File: config.mk
export PLATFORM = sky130hd
export DESIGN_NAME = crc32c_stream_unit
export DESIGN_NICKNAME = d
export VERILOG_FILES = /design/src/rtl/core/crcs_pkg.sv /design/src/rtl/core/crcs_lane.sv /design/src/rtl/core/crcs_merge.sv /design/src/rtl/core/crc32c_stream_unit.sv
export SDC_FILE = /design/constraint.sdc
export NUM_CORES = 1
export LEC_CHECK = 0
export BUFFER_PORTS_ARGS = -buffer_cell sky130_fd_sc_hd__buf_2
export CAP_MARGIN = 10
export CORE_ASPECT_RATIO = 1.4
export CORE_MARGIN = 1.5
export CORE_UTILIZATION = 40
export DETAILED_ROUTE_END_ITERATION = 8
export GPL_TIMING_DRIVEN = 0
export SYNTH_ARGS = -nofsm -noshare
export SYNTH_HDL_FRONTEND = slang
export SYNTH_SLANG_ARGS = --single-unit
File: constraint.sdc
create_clock -name clk -period 2.95 [get_ports clk]
set_input_delay 0.295 -clock clk [delete_from_list [all_inputs] [get_ports clk]]
set_output_delay 0.295 -clock clk [all_outputs]
set_load 0.02 [all_outputs]
File: src/rtl/core/crcs_pkg.sv
// Shared constants, column tables and XOR-network helpers for the CRC-32C stream unit.
package crcs_pkg;

	localparam int unsigned BYTES_PER_WORD_DEF = 8;
	localparam int unsigned DATA_WORD_W        = 64;
	localparam int unsigned BYTE_COUNT_W       = 4;
	localparam int unsigned CRC_W              = 32;

	localparam logic [CRC_W-1:0] CRC_POLY = 32'h82F63B78;
	localparam logic [CRC_W-1:0] CRC_INIT = 32'hFFFFFFFF;

	typedef logic [CRC_W-1:0] col_tab_t [CRC_W];

	function automatic logic [CRC_W-1:0] crc_zero_bytes(logic [CRC_W-1:0] r, int unsigned k);
		logic [CRC_W-1:0] acc;
		acc = r;
		for (int unsigned i = 0; i < 8 * k; i++) begin
			acc = acc[0] ? ((acc >> 1) ^ CRC_POLY) : (acc >> 1);
		end
		return acc;
	endfunction

	function automatic col_tab_t crc_cols(int unsigned k);
		col_tab_t cols;
		for (int unsigned j = 0; j < CRC_W; j++) begin
			cols[j] = crc_zero_bytes(CRC_W'(1) << j, k);
		end
		return cols;
	endfunction

	function automatic logic [CRC_W-1:0] crc_apply(col_tab_t cols, logic [CRC_W-1:0] v);
		logic [CRC_W-1:0] acc;
		acc = '0;
		for (int unsigned j = 0; j < CRC_W; j++) begin
			if (v[j]) begin
				acc = acc ^ cols[j];
			end
		end
		return acc;
	endfunction

endpackage

File: src/rtl/core/crcs_lane.sv
// Byte lane: contribution of one aligned message byte to the remainder.
module crcs_lane
	import crcs_pkg::*;
#(
	parameter int unsigned ADV = 1
) (
	input  logic [7:0]       data_byte,
	output logic [CRC_W-1:0] part
);

	localparam col_tab_t COLS = crc_cols(ADV);

	assign part = crc_apply(COLS, {{(CRC_W-8){1'b0}}, data_byte});

endmodule

File: src/rtl/core/crcs_merge.sv
// Merge stage: advance the remainder by the byte count and fold in all byte lanes.
module crcs_merge
	import crcs_pkg::*;
#(
	parameter int unsigned BYTES_PER_WORD = BYTES_PER_WORD_DEF,
	localparam int unsigned DW = 8 * BYTES_PER_WORD,
	localparam int unsigned CW = $clog2(BYTES_PER_WORD + 1)
) (
	input  logic [DW-1:0]    aligned,
	input  logic [CW-1:0]    count,
	input  logic [CRC_W-1:0] rem,
	output logic [CRC_W-1:0] rem_next
);

	logic [CRC_W-1:0] parts [BYTES_PER_WORD];
	logic [CRC_W-1:0] adv   [BYTES_PER_WORD + 1];
	logic [CRC_W-1:0] data_sum;

	for (genvar p = 0; p < BYTES_PER_WORD; p++) begin : g_lane
		crcs_lane #(
			.ADV(BYTES_PER_WORD - p)
		) u_lane (
			.data_byte(aligned[8*p +: 8]),
			.part     (parts[p])
		);
	end

	for (genvar k = 0; k <= BYTES_PER_WORD; k++) begin : g_adv
		localparam col_tab_t COLS = crc_cols(k);
		assign adv[k] = crc_apply(COLS, rem);
	end

	always_comb begin
		data_sum = '0;
		for (int unsigned p = 0; p < BYTES_PER_WORD; p++) begin
			data_sum = data_sum ^ parts[p];
		end
	end

	assign rem_next = adv[count] ^ data_sum;

endmodule

File: src/rtl/core/crc32c_stream_unit.sv
// Top level of the CRC-32C stream unit: input alignment stage, remainder register, result register.
//
//  channel  dir  tdata (low bit up)                                  tlast
//  s_*      in   data_word[63:0], byte_count[67:64], zero pad 71:68  end_of_message
//  m_*      out  crc_value[31:0]                                     -
//
//  One transaction per cycle unless a last word waits in stage 1; its CRC then goes to the result register.
//  Stage 1 aligns the valid bytes to the top of the word; the remainder loop then folds all
//  byte lanes and the remainder advance into one update per cycle.
//  arst_n clears all valid flags and loads the remainder with all ones.
//  A last transaction waits in stage 1 only while the result register is full and stalled.
module crc32c_stream_unit
	import crcs_pkg::*;
#(
	parameter int unsigned BYTES_PER_WORD = BYTES_PER_WORD_DEF
) (
	input  logic        clk,
	input  logic        arst_n,
	input  logic        s_tvalid,
	output logic        s_tready,
	input  logic [71:0] s_tdata,   // data_word[63:0], byte_count[67:64], pad[71:68]
	input  logic        s_tlast,
	output logic        m_tvalid,
	input  logic        m_tready,
	output logic [31:0] m_tdata    // crc_value[31:0]
);

	localparam int unsigned DW = 8 * BYTES_PER_WORD;
	localparam int unsigned CW = $clog2(BYTES_PER_WORD + 1);
	localparam int unsigned SW = $clog2(DW + 1);

	logic [BYTE_COUNT_W-1:0] cnt_raw;
	logic [CW-1:0]           cnt_in;
	logic [SW-1:0]           shamt;
	logic [DW-1:0]           aligned_d;

	logic                    valid_s1;
	logic [DW-1:0]           aligned_s1;
	logic [CW-1:0]           cnt_s1;
	logic                    last_s1;

	logic [CRC_W-1:0]        remainder_q;
	logic [CRC_W-1:0]        rem_next;
	logic                    out_valid_q;
	logic [CRC_W-1:0]        crc_q;

	logic                    out_free;
	logic                    s1_fire;

	assign cnt_raw   = s_tdata[DATA_WORD_W +: BYTE_COUNT_W];
	assign cnt_in    = (cnt_raw > BYTE_COUNT_W'(BYTES_PER_WORD)) ?
		CW'(BYTES_PER_WORD) : CW'(cnt_raw);
	assign shamt     = SW'((BYTES_PER_WORD - 32'(cnt_in)) * 8);
	assign aligned_d = s_tdata[DW-1:0] << shamt;

	assign out_free = !out_valid_q || m_tready;
	assign s1_fire  = valid_s1 && (!last_s1 || out_free);
	assign s_tready = !valid_s1 || s1_fire;

	crcs_merge #(
		.BYTES_PER_WORD(BYTES_PER_WORD)
	) u_merge (
		.aligned (aligned_s1),
		.count   (cnt_s1),
		.rem     (remainder_q),
		.rem_next(rem_next)
	);

	always_ff @(posedge clk or negedge arst_n) begin
		if (!arst_n) begin
			valid_s1 <= 1'b0;
		end else if (s_tready) begin
			valid_s1 <= s_tvalid;
		end
	end

	always_ff @(posedge clk) begin
		if (s_tvalid && s_tready) begin
			aligned_s1 <= aligned_d;
			cnt_s1     <= cnt_in;
			last_s1    <= s_tlast;
		end
	end

	always_ff @(posedge clk or negedge arst_n) begin
		if (!arst_n) begin
			remainder_q <= CRC_INIT;
		end else if (s1_fire) begin
			remainder_q <= last_s1 ? CRC_INIT : rem_next;
		end
	end

	always_ff @(posedge clk or negedge arst_n) begin
		if (!arst_n) begin
			out_valid_q <= 1'b0;
		end else if (s1_fire && last_s1) begin
			out_valid_q <= 1'b1;
		end else if (m_tready) begin
			out_valid_q <= 1'b0;
		end
	end

	always_ff @(posedge clk) begin
		if (s1_fire && last_s1) begin
			crc_q <= rem_next ^ CRC_INIT;
		end
	end

	assign m_tvalid = out_valid_q;
	assign m_tdata  = crc_q;

endmodule

==> results of run 1 <==
stage by stage:
step	setup TNS, ns	worst slack, ns	cell area (µm²)	std cells
global placement	-194.53	-2.75	27500	3561
CTS	-23.95	-0.613	36500	3893
floorplan	0	0.00229	25900	2615
detailed placement	-145.17	-2.24	27800	3577
Yosys cell counts (all sizes together) (19+ instances only):
library cell     n  area [µm²]
o21ai           63         315
clkbuf          99         372
buf             93         538
xor2           308        2830
xnor3          118        2660
nor2           116         435
dfstp           32         841
xnor2         1200       11000
xor3            20         475
mux2i           65         651
inv             19        71.3
mux4            21         473
nand2           96         360
edfxtp         101        3030
a21oi           58         290
per-layer routing:
layer	global-route usage, %	overflow
met5	10.1	0
met4	61.3	11
met3	38.2	1
met2	81.7	19
met1	58.8	0
timing repair:
action,CTS
setup endpoints to repair,112
buffers inserted,297
hold buffers,1
pin swaps,172
gates cloned,4
hold endpoints to repair,2
resized for setup,855
cells by family after synthesis:
family / after synthesis / synth area share [%]
fa+ha+maj: 1 / 0.0483
flops: 135 / 15.2
buf+inv: 213 / 3.82
simple gates: 273 / 4.57
compound gates: 261 / 6.67
mux: 86 / 4.34
xor+xnor: 1646 / 65.4
==> summary.md, run 1 <==
| Metric | Value |
|---|---|
| Gpl congestion | roughly 1.2 |
| Dpl hpwl | 128,000 µm |
| Root Driver | clkbuf_16 |
| Failed at | global routing |
| Most used flip-flop cell after synthesis | edfxtp_1 |
| Total Routing Usage GR | between 50% and 60% |
| Seq cells post-synth | 135 |
| Longest Clk Path Bufs | 2 |
| CTS HTree Levels | 4 |
| Post-synthesis sequential area ratio | about 15% |
| IO Pins | between 100 and 150 |
| Status | stopped before the end |
| Synth cell types | between 60 and 70 |
| Async set-reset flop share out of synthesis | around 25% |
| Die Y | 304 µm |
| EDFF count, synth | 101 |
| Total grt overflow | 31 |
| Ys Warns | 0 |
| Syn Area/Cell | 9.90 µm² |
| Run Error | [ERROR GRT-0116] Global routing finished with congestion. Check the congestion regions in the DRC Viewer. |
| First-pass GRT wire length | about 260,000 µm |
| Synthesized Nets | approximately 2,700 |
| Mapped Cells | between 2,000 and 3,000 |
| Num CTS Buffers | 17 |
| Cell area after synthesis | 0.0259 mm² |
| Port bufs | 106 |
| Die Wd | ~220 µm |
| # rows | 110 |
| Largest net degree at the start of global routing | just under 70 |
| Clock sink total | ~140 |
| Initial Utilization | between 40% and 50% |
| Vias in the first global route | 26,956 |
==> inputs of run 2 (changes only) <==
--- a/config.mk
+++ b/config.mk
@@ -7,11 +7,11 @@
 export LEC_CHECK = 0
 export BUFFER_PORTS_ARGS = -buffer_cell sky130_fd_sc_hd__buf_2
 export CAP_MARGIN = 10
-export CORE_ASPECT_RATIO = 1.4
 export CORE_MARGIN = 1.5
-export CORE_UTILIZATION = 40
+export CORE_UTILIZATION = 25
 export DETAILED_ROUTE_END_ITERATION = 8
 export GPL_TIMING_DRIVEN = 0
+export PLACE_DENSITY_LB_ADDON = 0.15
 export SYNTH_ARGS = -nofsm -noshare
 export SYNTH_HDL_FRONTEND = slang
 export SYNTH_SLANG_ARGS = --single-unit
==> constraint.sdc (replaced) <==
create_clock -name clk -period 3.8 [get_ports clk]
set_input_delay 0.38 -clock clk [delete_from_list [all_inputs] [get_ports clk]]
set_output_delay 0.38 -clock clk [all_outputs]
set_load 0.02 [all_outputs]
==> summary.md, run 2 <==
| Metric | Value |
|---|---|
| Status | finished, violations left (was stopped before the end) |
| Failing checks | negative setup slack |
| Antenna violations before repair | 22 |
| Synth cell types | 64 (unchanged) |
| Initial Utilization | 25.3% (was 40.4%) |
| Top cell type's share of synthesized area | 39.1% (unchanged) |
| CP Capture Type | flip-flop |
| Gpl congestion | 1.07 (was 1.24) |
| Port bufs | 106 (unchanged) |
| Num CTS Buffers | 25 (was 17) |
| Cell accounting for the most synthesized area | xnor2_1 (unchanged) |
| Critical Path Slowest Stage Cell | dfstp_2 |
| First-pass GRT wire length | around 240,000 µm |
| Commonest cells after routing, fill and taps aside | 1,003 x xnor2_1, 266 x xor2_1, 143 x buf_4 |
| Fin Hold WS | ~0.029 ns |
| Total grt overflow | 0 |
| Finished Cell Area | roughly 0.034 mm² |
| Syn Area/Cell | 9.90 µm² (unchanged) |
| Pins Over Slew Limit | 0 |
| Clock Pin Slew Worst Setup and Hold Paths | around 0.050 ns |
| Dpl hpwl | 148,000 µm (was 128,000 µm) |
| Async set-reset flop share out of synthesis | 25.2% (unchanged) |
| Root Driver | clkbuf_16 (unchanged) |
| Critical path buffers and inverters | 2 |
| Hold Crit Class | primary input to asynchronous set/reset pin |
| Placed cell area | 0.0287 mm² (was 0.0278 mm²) |
| Final cycle utilization of the critical path | 104% |
| Via count | roughly 23,000 |
| Arrival @ worst endpoint | 4.19 ns |
| Unrepaired setup endpoints after global routing | true |
| EDFF count, synth | 101 (unchanged) |
| Worst slew pin tran | about 1.3 ns |
| Fmax | 253 MHz |
| Die Wd | 325 µm (was 218 µm) |
| Slowest stage delay, CP | between 0.5 and 0.6 ns |
| Drt total wl | roughly 190,000 µm |
| Critical path type | flip-flop to flip-flop |
| Top cells by count, synth | 1,155 x xnor2_1, 297 x xor2_1, 116 x nor2_1, 116 x xnor3_1, 101 x edfxtp_1 (unchanged) |
| Area Overhead vs Synth | 30.3% |
| Commonest non-fill, non-tap cell in the layout | xnor2_1 |
| Final nets | about 3,000 |
| # rows | 117 (was 110) |
| Final hold vios | 0 |
| IO Pins | 111 (unchanged) |
| Reg with most FFs | aligned_s1 |
| Max transition margin | 12.8% |
| Worst skew pair latency | 0.49 ns |
| Max_cap viols | 0 |
| Cell Chain, Critical Path | buf_4, xnor2_1, buf_6, xnor3_2, xnor3_1, a221o_1, a21oi_1, o22ai_1, o221ai_1, xnor2_2 |
| Largest family of logic cells by synthesized area | XOR/XNOR gates (unchanged) |
| DRT Pass-1 Iters | 5 |
| Total Routing Usage GR | 34.6% |
| Compound-gate portion of the synthesized area | 6.67% (unchanged) |
| Post-route ant nets | 0 |
| Crit-path leading delay family | XOR/XNOR gates |
| Pre-CTS setup slack | -1.90 ns (was -2.24 ns) |
| Crit Path Max Fanout | 10 |
| Routed WL per cell | 43.4 µm |
| CP Launch Type | flip-flop |
| Cell area after synthesis | 0.0259 mm² (unchanged) |
| Synthesized Nets | 2,693 (unchanged) |
| Vias in the first global route | about 22,000 |
| Mapped Cells | 2,615 (unchanged) |
| Synth Area in Simple Gates | 4.57% (unchanged) |
| Setup TNS | -2.05 ns |
| CTS tree | built |
| Most used flip-flop cell after synthesis | edfxtp_1 (unchanged) |
| Min Tclk post-route | approximately 4 ns |
| Longest Clk Path Bufs | 3 (was 2) |
| Fraction of layout cells with a size suffix above 1 | about a quarter |
| Reg2reg end | m_tdata[24] |
| Core ar. | approximately 0.10 mm² |
| Multiplexer share of the synthesized area | 4.34% (unchanged) |
| Seq cells post-synth | 135 (unchanged) |
| Final WS setup | -0.155 ns |
| Clock sink total | 135 (unchanged) |
| Post-synthesis adder-cell area fraction | 0.0483% (unchanged) |
| Fill cells | roughly 11,000 |
| Max FFs per register | between 60 and 70 |
| Worst Skew | between 0.01 and 0.015 ns |
| Die area | between 0.1 and 0.15 mm² |
| DRT iter0 DRCs | 3,127 |
| Post-synthesis sequential area ratio | 15.2% (unchanged) |
| Post-synthesis xor/xnor area fraction | 65.4% (unchanged) |
| Via/cell ratio | 5.35 |
| Die Y | 325 µm (was 304 µm) |
| Most frequent cell after synthesis | xnor2_1 (unchanged) |
| WP data required | 4.04 ns |
| CTS Hold Bufs | 0 (was 1) |
| DRC viols | 0 |
| R2r setup slk | -0.15 ns |
| R2R Path Start | remainder_q[7] |
| Ys Warns | 0 (unchanged) |
| Cells taking the most area after synthesis | xnor2_1 39%, edfxtp_1 12%, xnor3_1 10% (unchanged) |
| Largest net degree at the start of global routing | 70 |
| CTS HTree Levels | 4 (unchanged) |
| R2R cell count | 10 |
| Setup-failing EPs final | 31 |
[run 2: cell counts after synthesis]
No cell type changed its count.
[run 2: worst max path at each step]
stage / start / endpoint / slack (ns) / cells after the start
after CTS: remainder_q[25] / m_tdata[3] / -0.03 / 8
final: remainder_q[7] / m_tdata[24] / -0.15 / 10
after global routing: remainder_q[24] / m_tdata[22] / -0.13 / 10
after global placement: remainder_q[7] / m_tdata[25] / -2.20 / 9
after floorplan: remainder_q[11] / m_tdata[22] / 0.74 / 9
after detailed placement: remainder_q[8] / m_tdata[22] / -1.90 / 10
[run 2: routing by layer]
layer	vias to the layer above	part of all wire, %	track usage (%)
li1	9203	-	-
met1	11776	43	46.8
met2	1682	40	48.8
met3	369	11	11.0
met4	0	6.2	18.2
met5	-	0	0
[run 2: worst register-to-register path: stages, from the launching register on]
cell and delay [ns]:
dfstp_2 0.53, buf_4 0.34, xnor2_1 0.34, buf_6 0.19, xnor3_2 0.34, xnor3_1 0.35
a221o_1 0.31, a21oi_1 0.12, o22ai_1 0.42, o221ai_1 0.32, xnor2_2 0.45
[run 2: logic make-up (layout without fill, tap and decap cells)]
family                     after synthesis  count (layout)
xor gates and xnor gates              1646            1646
AOI/OAI and AO/OA                      261             261
adders and majority gates                1               1
and+or+nand+nor                        273             273
DFF                                    135             135
muxes                                   86              86
other                                    0              11
buffers and inverters                  213             527
[run 2: cell type report]
cell class / instances / area [µm²] / share of cell area [%]
Antenna cell: 11 / 27.5 / 0.0816
Clock buffer: 27 / 633 / 1.88
Inverter: 21 / 78.8 / 0.234
Buffer: 183 / 1480 / 4.40
Sequential cell: 135 / 3940 / 11.7
Clock inverter: 4 / 21.3 / 0.0631
Timing Repair Buffer: 292 / 2510 / 7.45
Multi-Input combinational cell: 2267 / 23300 / 69.1
Tap cell: 1368 / 1710 / 5.08
[run 2: timing repair]
action	4_1_cts	5_1_grt
resized for setup	393	89
gates cloned	0	0
setup buffers	110	45
pin swaps	69	25
endpoints found under the setup margin	64	69
[run 2: through the flow]
step / utilization, % / std cells
finish: 33.0 / 4308
global route: 33.0 / 4297
CTS: 32.1 / 4257
detailed placement: 28.1 / 4120
global placement: 27.5 / 4089
floorplan: - / 2615
Power of run 2 is left out: the tool's default activity adds up to more than one toggle a clock period on the data nets, which glitch-free logic cannot reach.
